--- src/hw/rtl/lcfr_pkg.sv ---
// Shared types and constants for the LED comet frame renderer.
// No dependencies.
`default_nettype none
package lcfr_pkg;
    typedef enum logic [1:0] {
        REQ_CLEAR = 2'd0,
        REQ_DRAW  = 2'd1,
        REQ_DIM   = 2'd2,
        REQ_READ  = 2'd3
    } req_t;

    localparam int POS_W = 16;
    localparam int LEN_W = 5;
    localparam int IDX_W = 6;
    localparam int COL_W = 8;

    typedef struct packed {
        req_t              req;
        logic [POS_W-1:0]  position;
        logic [LEN_W-1:0]  length;
        logic [COL_W-1:0]  red;
        logic [COL_W-1:0]  green;
        logic [COL_W-1:0]  blue;
        logic [IDX_W-1:0]  pixel_index;
    } cmd_t;
endpackage
`default_nettype wire

--- src/hw/rtl/lcfr_front.sv ---
// Front end: accepts request transactions into a small command queue.
// Depends on lcfr_pkg.
`default_nettype none
module lcfr_front (
    input  wire logic           clk,
    input  wire logic           rst_n,
    input  wire logic           in_valid,
    output logic                in_ready,
    input  wire lcfr_pkg::cmd_t in_cmd,
    output logic                q_valid,
    input  wire logic           q_ready,
    output lcfr_pkg::cmd_t      q_cmd
);
    import lcfr_pkg::*;

    cmd_t       mem_reg [2];
    logic       wp_reg, rp_reg;
    logic [1:0] cnt_reg;
    logic       push, pop;

    assign in_ready = (cnt_reg != 2'd2);
    assign q_valid  = (cnt_reg != 2'd0);
    assign q_cmd    = mem_reg[rp_reg];
    assign push     = in_valid && in_ready;
    assign pop      = q_valid && q_ready;

    always_ff @(posedge clk)
    begin
        if (push)
        begin
            mem_reg[wp_reg] <= in_cmd;
        end
    end

    always_ff @(posedge clk or negedge rst_n)
    begin
        if (!rst_n)
        begin
            wp_reg  <= 1'b0;
            rp_reg  <= 1'b0;
            cnt_reg <= 2'd0;
        end
        else
        begin
            if (push)
            begin
                wp_reg <= ~wp_reg;
            end
            if (pop)
            begin
                rp_reg <= ~rp_reg;
            end
            cnt_reg <= cnt_reg + {1'b0, push} - {1'b0, pop};
        end
    end
endmodule
`default_nettype wire

--- src/hw/rtl/lcfr_back.sv ---
// Back end: frame store and sequencer for clear, dim, comet draw and read.
// Depends on lcfr_pkg.
`default_nettype none
module lcfr_back #(
    parameter int NUM_LEDS   = 64,
    parameter int MAX_LENGTH = 16
) (
    input  wire logic            clk,
    input  wire logic            rst_n,
    input  wire logic            q_valid,
    output logic                 q_ready,
    input  wire lcfr_pkg::cmd_t  q_cmd,
    output logic                 out_valid,
    input  wire logic            out_ready,
    output logic [23:0]          out_data
);
    import lcfr_pkg::*;

    localparam int AW    = (NUM_LEDS > 1) ? $clog2(NUM_LEDS) : 1;
    localparam int RING  = 3 * NUM_LEDS;
    localparam int SW    = $clog2(RING) + 1;
    localparam int LW    = $clog2(MAX_LENGTH + 1);
    localparam int IW    = $clog2(3 * MAX_LENGTH + 1);
    localparam int DW    = $clog2(9 * MAX_LENGTH + 1);
    localparam int NW    = COL_W + IW;
    localparam int CW    = AW + 1;
    // sub-position / 3 by reciprocal multiplication
    localparam int RK    = SW + 1;
    localparam int MUL3  = (2 ** RK) / 3 + 1;
    // bias that makes any 16-bit signed position non-negative, multiple of 3N
    localparam int PM_BIAS = 32768 + RING - (32768 % RING);

    typedef enum logic [6:0] {
        S_IDLE  = 7'b0000001,
        S_SWEEP = 7'b0000010,
        S_RDW   = 7'b0000100,
        S_DIV   = 7'b0001000,
        S_RMW   = 7'b0010000,
        S_READ  = 7'b0100000,
        S_OUT   = 7'b1000000
    } st_t;

    st_t             st_reg;
    logic [23:0]     mem [NUM_LEDS];
    logic [23:0]     rd_reg;
    logic [CW-1:0]   cnt_reg;
    logic            dim_reg;
    logic            lead_reg;
    logic [IW-1:0]   i_reg, span_reg;
    logic [SW-1:0]   sub_reg;
    logic [DW-1:0]   div_reg;
    logic [COL_W-1:0] r_reg, g_reg, b_reg;
    logic [NW-1:0]   nr_reg, ng_reg, nb_reg;
    logic [COL_W-1:0] qr_reg, qg_reg, qb_reg;
    logic [AW-1:0]   led_reg;
    logic [23:0]     out_reg;
    logic            ov_reg;

    // start sub-position mod 3N, sequential subtract
    logic [17:0]     pm_reg;
    logic            pm_busy_reg;

    logic [LW-1:0]   len_sat;
    logic [SW+RK-1:0] sub_prod;
    logic [AW-1:0]   led_of_sub;
    logic            mem_we;
    logic [AW-1:0]   mem_wa;
    logic [23:0]     mem_wd;
    logic [AW-1:0]   mem_ra;

    assign len_sat = (32'(q_cmd.length) > MAX_LENGTH) ? LW'(MAX_LENGTH)
                                                      : LW'(q_cmd.length);
    assign sub_prod   = (SW+RK)'(sub_reg) * (SW+RK)'(MUL3);
    assign led_of_sub = AW'(sub_prod >> RK);
    assign q_ready  = (st_reg == S_IDLE) && !pm_busy_reg && !ov_reg;
    assign out_valid = ov_reg;
    assign out_data  = out_reg;

    // long division: NW-bit numerators over DW-bit divisor, 3 lanes, one bit a cycle
    logic [DW:0]     rem_r, rem_g, rem_b;
    logic [DW:0]     tr, tg, tb;
    logic [4:0]      bit_reg;
    assign tr = {rem_r[DW-1:0], nr_reg[NW-1]};
    assign tg = {rem_g[DW-1:0], ng_reg[NW-1]};
    assign tb = {rem_b[DW-1:0], nb_reg[NW-1]};

    always_ff @(posedge clk)
    begin
        if (mem_we)
        begin
            mem[mem_wa] <= mem_wd;
        end
        rd_reg <= mem[mem_ra];
    end

    always_comb
    begin
        mem_we = 1'b0;
        mem_wa = led_reg;
        mem_wd = rd_reg;
        mem_ra = led_reg;
        case (st_reg)
            S_SWEEP:
            begin
                mem_ra = cnt_reg[AW-1:0];
                if (!dim_reg)
                begin
                    mem_we = 1'b1;
                    mem_wa = cnt_reg[AW-1:0];
                    mem_wd = '0;
                end
                else if (cnt_reg != '0)
                begin
                    mem_we = 1'b1;
                    mem_wa = AW'(cnt_reg - 1'b1);
                    mem_wd = {1'b0, rd_reg[23:17], 1'b0, rd_reg[15:9], 1'b0, rd_reg[7:1]};
                end
            end
            S_RMW:
            begin
                mem_we = 1'b1;
                mem_wd = {rd_reg[23:16] + qr_reg, rd_reg[15:8] + qg_reg,
                          rd_reg[7:0] + qb_reg};
            end
            default:
            begin
            end
        endcase
    end

    always_ff @(posedge clk or negedge rst_n)
    begin
        if (!rst_n)
        begin
            // clearing pass over the whole frame
            st_reg      <= S_SWEEP;
            dim_reg     <= 1'b0;
            ov_reg      <= 1'b0;
            pm_busy_reg <= 1'b0;
            cnt_reg     <= '0;
        end
        else
        begin
            if (ov_reg && out_ready)
            begin
                ov_reg <= 1'b0;
            end
            case (st_reg)
                S_IDLE:
                begin
                    if (pm_busy_reg)
                    begin
                        if (pm_reg >= 18'(RING))
                        begin
                            pm_reg <= pm_reg - 18'(RING);
                        end
                        else
                        begin
                            pm_busy_reg <= 1'b0;
                            // leading half starts at pos + 3L - 1
                            sub_reg  <= SW'(pm_reg);
                            i_reg    <= IW'(1);
                            lead_reg <= 1'b1;
                            st_reg   <= S_RDW;
                        end
                    end
                    else if (q_valid && q_ready)
                    begin
                        case (q_cmd.req)
                            REQ_CLEAR, REQ_DIM:
                            begin
                                dim_reg <= (q_cmd.req == REQ_DIM);
                                cnt_reg <= '0;
                                st_reg  <= S_SWEEP;
                            end
                            REQ_DRAW:
                            begin
                                if (q_cmd.length != '0)
                                begin
                                    span_reg <= IW'(3 * 32'(len_sat));
                                    div_reg  <= DW'(9 * 32'(len_sat));
                                    r_reg <= q_cmd.red;
                                    g_reg <= q_cmd.green;
                                    b_reg <= q_cmd.blue;
                                    pm_reg <= 18'(int'($signed(q_cmd.position)) + PM_BIAS +
                                              3 * int'(len_sat) - 1);
                                    pm_busy_reg <= 1'b1;
                                end
                            end
                            default:
                            begin
                                if (32'(q_cmd.pixel_index) < NUM_LEDS)
                                begin
                                    led_reg <= AW'(q_cmd.pixel_index);
                                    st_reg  <= S_READ;
                                end
                                else
                                begin
                                    out_reg <= '0;
                                    ov_reg  <= 1'b1;
                                end
                            end
                        endcase
                    end
                end
                S_SWEEP:
                begin
                    cnt_reg <= cnt_reg + 1'b1;
                    if ((!dim_reg && cnt_reg == CW'(NUM_LEDS - 1)) ||
                        (dim_reg && cnt_reg == CW'(NUM_LEDS)))
                    begin
                        st_reg <= S_IDLE;
                    end
                end
                S_RDW:
                begin
                    led_reg <= led_of_sub;
                    nr_reg  <= NW'(r_reg) * NW'(i_reg);
                    ng_reg  <= NW'(g_reg) * NW'(i_reg);
                    nb_reg  <= NW'(b_reg) * NW'(i_reg);
                    rem_r <= '0;
                    rem_g <= '0;
                    rem_b <= '0;
                    bit_reg <= 5'(NW);
                    st_reg  <= S_DIV;
                end
                S_DIV:
                begin
                    nr_reg <= {nr_reg[NW-2:0], (tr >= (DW+1)'(div_reg))};
                    ng_reg <= {ng_reg[NW-2:0], (tg >= (DW+1)'(div_reg))};
                    nb_reg <= {nb_reg[NW-2:0], (tb >= (DW+1)'(div_reg))};
                    rem_r <= (tr >= (DW+1)'(div_reg)) ? tr - (DW+1)'(div_reg) : tr;
                    rem_g <= (tg >= (DW+1)'(div_reg)) ? tg - (DW+1)'(div_reg) : tg;
                    rem_b <= (tb >= (DW+1)'(div_reg)) ? tb - (DW+1)'(div_reg) : tb;
                    bit_reg <= bit_reg - 1'b1;
                    if (bit_reg == 5'd1)
                    begin
                        qr_reg <= COL_W'({nr_reg[NW-2:0], (tr >= (DW+1)'(div_reg))});
                        qg_reg <= COL_W'({ng_reg[NW-2:0], (tg >= (DW+1)'(div_reg))});
                        qb_reg <= COL_W'({nb_reg[NW-2:0], (tb >= (DW+1)'(div_reg))});
                        st_reg <= S_RMW;
                    end
                end
                S_RMW:
                begin
                    st_reg  <= S_RDW;
                    sub_reg <= (sub_reg == '0) ? SW'(RING - 1) : sub_reg - 1'b1;
                    if (lead_reg)
                    begin
                        if (i_reg == span_reg - 1'b1)
                        begin
                            // trailing half starts at pos, one below the last leading step
                            lead_reg <= 1'b0;
                            i_reg    <= span_reg;
                        end
                        else
                        begin
                            i_reg <= i_reg + 1'b1;
                        end
                    end
                    else
                    begin
                        if (i_reg == IW'(1))
                        begin
                            st_reg <= S_IDLE;
                        end
                        else
                        begin
                            i_reg <= i_reg - 1'b1;
                        end
                    end
                end
                S_READ:
                begin
                    st_reg <= S_OUT;
                end
                S_OUT:
                begin
                    out_reg <= rd_reg;
                    ov_reg  <= 1'b1;
                    st_reg  <= S_IDLE;
                end
                default:
                begin
                    st_reg <= S_IDLE;
                end
            endcase
        end
    end
endmodule
`default_nettype wire

--- src/hw/rtl/led_comet_frame_renderer_core.sv ---
// Top level of the LED comet frame renderer: command queue plus frame engine.
// Depends on lcfr_pkg, lcfr_front, lcfr_back.
//
// Slave stream s_axis_*: one request per transaction (clear, draw, dim, read).
// Master stream m_axis_*: one pixel per read request, none for the others.
// A two-entry queue lets requests be taken while the engine is busy.
// Clear writes zero to every pixel; dim reads each pixel and writes it back
// halved (read then write back). A draw first reduces its start position
// modulo 3*NUM_LEDS by repeated subtraction, then runs 6L-1 steps, each a
// bit-serial divide by 9L. A read passes the engine through the S_READ and
// S_OUT states; its result is registered in out_reg.
// After reset the engine clears the frame before it takes any request;
// the queue accepts meanwhile.
// While the result waits for m_axis_tready the engine takes no new request;
// the queue keeps accepting until it is full.
`default_nettype none
module led_comet_frame_renderer_core #(
    parameter int NUM_LEDS   = 64,
    parameter int MAX_LENGTH = 16
) (
    input  wire logic        clk,
    input  wire logic        rst_n,
    input  wire logic        s_axis_tvalid,
    output logic             s_axis_tready,
    // position, length, red_in, green_in, blue_in, pixel_index (51 bits, 56 wide)
    input  wire logic [55:0] s_axis_tdata,
    // req_type
    input  wire logic [1:0]  s_axis_tuser,
    output logic             m_axis_tvalid,
    input  wire logic        m_axis_tready,
    // red_out, green_out, blue_out
    output logic [23:0]      m_axis_tdata
);
    import lcfr_pkg::*;

    cmd_t in_cmd, q_cmd;
    logic q_valid, q_ready;
    logic [23:0] od;

    assign in_cmd.req         = req_t'(s_axis_tuser);
    assign in_cmd.position    = s_axis_tdata[15:0];
    assign in_cmd.length      = s_axis_tdata[20:16];
    assign in_cmd.red         = s_axis_tdata[28:21];
    assign in_cmd.green       = s_axis_tdata[36:29];
    assign in_cmd.blue        = s_axis_tdata[44:37];
    assign in_cmd.pixel_index = s_axis_tdata[50:45];

    lcfr_front u_front (
        .clk(clk), .rst_n(rst_n),
        .in_valid(s_axis_tvalid), .in_ready(s_axis_tready), .in_cmd(in_cmd),
        .q_valid(q_valid), .q_ready(q_ready), .q_cmd(q_cmd)
    );

    lcfr_back #(.NUM_LEDS(NUM_LEDS), .MAX_LENGTH(MAX_LENGTH)) u_back (
        .clk(clk), .rst_n(rst_n),
        .q_valid(q_valid), .q_ready(q_ready), .q_cmd(q_cmd),
        .out_valid(m_axis_tvalid), .out_ready(m_axis_tready), .out_data(od)
    );

    assign m_axis_tdata = {od[7:0], od[15:8], od[23:16]};

    a_hold: assert property (@(posedge clk) disable iff (!rst_n)
        m_axis_tvalid && !m_axis_tready |=> m_axis_tvalid && $stable(m_axis_tdata))
        else $error("result dropped under stall");
    a_q: assert property (@(posedge clk) disable iff (!rst_n)
        q_valid && q_ready |-> !m_axis_tvalid)
        else $error("engine took request with result pending");
endmodule
`default_nettype wire

--- config.mk ---
export PLATFORM = sky130hd
export DESIGN_NAME = led_comet_frame_renderer_core
export DESIGN_NICKNAME = d
export VERILOG_FILES = /design/src/hw/rtl/lcfr_pkg.sv /design/src/hw/rtl/lcfr_front.sv /design/src/hw/rtl/lcfr_back.sv /design/src/hw/rtl/led_comet_frame_renderer_core.sv
export SDC_FILE = /design/constraint.sdc
export NUM_CORES = 2
export LEC_CHECK = 0
export BUFFER_PORTS_ARGS = -buffer_cell sky130_fd_sc_hd__buf_2
export CELL_PAD_IN_SITES_DETAIL_PLACEMENT = 0
export CELL_PAD_IN_SITES_GLOBAL_PLACEMENT = 2
export CORE_ASPECT_RATIO = 0.8
export CORE_MARGIN = 4
export CORE_UTILIZATION = 39
export DETAILED_ROUTE_END_ITERATION = 6
export HOLD_SLACK_MARGIN = 0.02
export PLACE_DENSITY = 0.68
export SLEW_MARGIN = 20
export SYNTH_ARGS = -nofsm -noshare
export SYNTH_HDL_FRONTEND = slang
export SYNTH_SLANG_ARGS = --single-unit
--- constraint.sdc ---
create_clock -name clk -period 7 [get_ports clk]
set_input_delay 1.4 -clock clk [delete_from_list [all_inputs] [get_ports clk]]
set_output_delay 1.4 -clock clk [all_outputs]
set_load 0.02 [all_outputs]
==> out/metrics.csv <==
stage,metric,value,unit
sta,Fmax achieved,193.6,MHz
setup_path,CP Data Required Time,7580,ps
setup_path,worst path bufs/invs,2,
power,Pleak,0.03262,uW
floorplan,DIE WIDTH,518.1,um
logic_synthesis,Mapped Nets,6082,
sta,final setup TNS,0,ps
floorplan,# IOs,88,
logic_synthesis,Synth cell types,72,
hold_path,worst hold-check path type,reg -> reg,
clock_network,Clock Sink Count,1883,
detailed_routing,routed vias,46830,
sta,# setup viols final,0,
clock_network,cts hold-fix bufs,0,
sta,clk_skew,44.34,ps
flow_run,max_cap viols,0,
global_route,total congestion overflow,0,
logic_synthesis,post-synthesis adder-cell area fraction,5.342,%
clock_network,post-CTS setup buffers,0,
logic_synthesis,simple-gate share of the synthesized area,8.840,%
logic_synthesis,Mapped Cells,5731,
global_route,initial antenna violation count,15,
setup_path,critical path's largest stage delay,900,ps
sta,minimum clock period,5165,ps
logic_synthesis,sequential share of the synthesized area,69.23,%
logic_synthesis,ys async rst share,1.115,%
place,Port-buffer cells,82,
sta,Final Max Tran Viols,0,
cells_and_area,layout cell share with drive strength beyond 1,11.35,%
global_route,pin count of the biggest net entering global routing,121,
detailed_routing,Final ANT Viol Nets,0,
power,PwrDens,303.0,mW/mm2
setup_path,Critical Path Slowest Stage Cell,mux2i_4,
clock_network,clock tree buffer depth,3,
logic_synthesis,mux cell area share after synthesis,6.250,%
global_route,GRT Overall Usage,19.48,%
place,GP Congestion,0.7681,
logic_synthesis,syn_area_per_cell,14.17,um2
global_route,first-pass GRT wire length,312600,um
detailed_routing,Residual DRC,0,
floorplan,Initial Util,39.30,%
logic_synthesis,xor-xnor portion of the synthesized cell area,1.187,%
detailed_routing,Iteration-0 DRC Markers,4180,
place,post-DP HPWL,126700,um
setup_path,critical path cell sequence,nor3_4 -> nand4b_4 -> mux2i_4 -> buf_12 -> buf_4 -> mux2i_1 -> o22ai_1 -> o21ai_0 -> and4_1 -> nand4_1,
setup_path,Setup CP Type,reg -> reg,
logic_synthesis,Post-Syn Area,0.08118,mm2
logic_synthesis,Post-synth top flop,edfxtp_1,
floorplan,Rows,149,
setup_path,arrival time at the worst endpoint,5750,ps
setup_path,Worst setup SP type,flip-flop,
logic_synthesis,"FF+latch count, synth",1883,
setup_path,"Max FO, Critical Path",43,
clock_network,clk_lat worst skew,830,ps
sta,final worst-path cycle share,73.78,%
clock_network,TritonCTS buffer count,191,
setup_path,Top delay family on crit path,simple AND/OR/NAND/NOR gates,
cells_and_area,max reg flops,1536,
cells_and_area,synthesis-to-layout area growth,13.20,%
sta,RSZ-0062 raised after global routing,false,
floorplan,Core Area,0.2066,mm2
detailed_routing,vias per cell,5.341,
setup_path,flop-to-flop setup slack,1840,ps
detailed_routing,DRT Pass-1 Iters,5,
status,status,"finished, final reports clean",
floorplan,die height,416.1,um
cells_and_area,Final nets,6244,
clock_network,CTS tree,built,
clock_network,"Reg clk slew, reported paths",60,ps
detailed_routing,wire length per cell,24.42,um
clock_network,Resized cells post-CTS,0,
logic_synthesis,Compound-Gate Fraction of Synth Area,6.595,%
floorplan,full die area,0.2156,mm2
sta,Final Hold Vio Count,0,
clock_network,Clock Tree Root,clkbuf_16,
sta,Slew Limit Headroom,26.11,%
logic_synthesis,YS warnings,0,
global_route,number of global-route vias before repair,45890,
detailed_routing,routed wire length,214100,um
power,VDD IR max,0.0002576,V
logic_synthesis,largest family of logic cells by synthesized area,simple AND/OR/NAND/NOR gates,
sta,setup ws final,1835,ps
place,Setup WS pre-CTS,1563,ps
logic_synthesis,"EDFF count, synth",1838,
sta,Least-Margin Pin Slew,1104,ps
clock_network,H-tree depth,4,
setup_path,Critical Path End Type,flip-flop,
## final cells by class
cell class / count / area, um2
Fill cell: 18460 / 114700
Sequential cell: 1883 / 56200
Multi-Input combinational cell: 3340 / 23420
Clock buffer: 242 / 5012
Tap cell: 2718 / 3401
Timing Repair Buffer: 260 / 1982
Clock inverter: 103 / 1051
Inverter: 217 / 814.5
Antenna cell: 5 / 12.51
## worst paths after layout
path / start / endpoint / depth (start not counted)
max: u_back.st_reg[4]$_DFFE_PN0P_ / u_back.rd_reg[21]$_DFF_P_ / 10
min: u_back.nb_reg[2]$_DFFE_PP_ / u_back.qb_reg[3]$_DFFE_PP_ / 0
max reg2reg: u_back.st_reg[4]$_DFFE_PN0P_ / u_back.rd_reg[21]$_DFF_P_ / 10
min reg2reg: u_back.nb_reg[2]$_DFFE_PP_ / u_back.qb_reg[3]$_DFFE_PP_ / 0
max in group asynchronous: rst_n / u_back.st_reg[1]$_DFFE_PN1P_ / 2
min in group asynchronous: rst_n / u_back.out_valid$_DFFE_PN0P_ / 2
## cell usage after synthesis (5+ instances only)
cell type  count  area [um2]
a21o_1        29       217.7
or3_1         14       87.58
a211oi_1      11       82.58
ha_1         193        2415
nand4_1       83       519.3
o21a_1        14       105.1
mux2i_1      463        4634
fa_1          96        1922
o21ai_0      204        1021
buf_2         98       490.5
xor2_1        44       385.4
a222oi_1       6       60.06
buf_1         20       75.07
nor2b_1       17       106.4
clkbuf_1     160       600.6
nand2_1      854        3206
a32o_1        49       490.5
inv_1        216       810.8
a31oi_1      149       932.1
nand2b_1      12       75.07
a22oi_1       36       270.3
nand3_1      175       875.8
dfxtp_1       24       480.5
buf_4         13       97.59
xnor2_1       66       578.1
a21oi_1       82       410.4
mux2_2        39       439.2
nor3_1        33       165.2
nor2_1       224       840.8
a221o_1        5       50.05
dfrtp_1       20       500.5
and4_1        24       210.2
o22ai_1      194        1214
edfxtp_1    1838       55190
o21bai_1       7       52.55
a21boi_0       9       67.56
a22o_1         8       70.07
and2_1       129       807.0
nand3b_1       6       45.04
o41ai_1        6       52.55
o31ai_1        9       67.56
and3_1         9       56.30
## where the power goes
group	total, uW	internal, uW	leakage, uW	switching, uW
clock network	9930	5510	0.00292	4410
logic	4230	1330	0.0126	2900
registers	13700	13500	0.0171	219
total	27800	20300	0.0326	7530
## kinds of logic after synthesis
kind of cell / Yosys count
multiplexers: 502
adder cells (fa/ha/maj): 289
buffers and inverters: 508
XOR/XNOR: 110
flip-flops: 1883
AND/OR/NAND/NOR: 1600
AO/OA/AOI/OAI: 839
## cell usage in the layout (no fill, tap or decap), drive strengths merged, types with 29 or more instances in the layout
master     n
o21ai    207
clkbuf   242
nand2    856
nand4     83
nor2     224
inv      222
a22oi     36
a32o      49
a21o      29
nand3    175
nor3      35
fa        96
clkinv    81
and2     129
xnor2     66
buf      260
a21oi     82
o22ai    194
mux2i    463
xor2      44
mux2      39
a31oi    149
ha       193
edfxtp  1838
## stage by stage
stage / cells / util [%] / instance area (um2) / power (uW) / hold WS [ps]
6_report: 8768 / 44.49 / 91900 / 27840 / 434.2
5_1_grt: 8765 / 44.48 / 91890 / 29040 / 436.6
4_1_cts: 8761 / 44.46 / 91840 / 28120 / 432.9
3_5_place_dp: 8416 / 41.52 / 85770 / 18150 / 435.2
3_3_place_gp: 8414 / 41.50 / 85710 / 18100 / 433.8
2_1_floorplan: 5731 / - / 81180 / 16580 / 426.2
## routing by layer
layer	share of wire, %	vias up	routed length, um	global-route usage, %
met5	0.0061	-	13	0
met2	44	1150	94510	29.54
li1	-	21730	-	-
met1	48	23690	102300	29.06
met4	1.8	2	3957	4.130
met3	6.2	256	13340	3.876
Note: power is estimated with default switching activity, not from simulation.
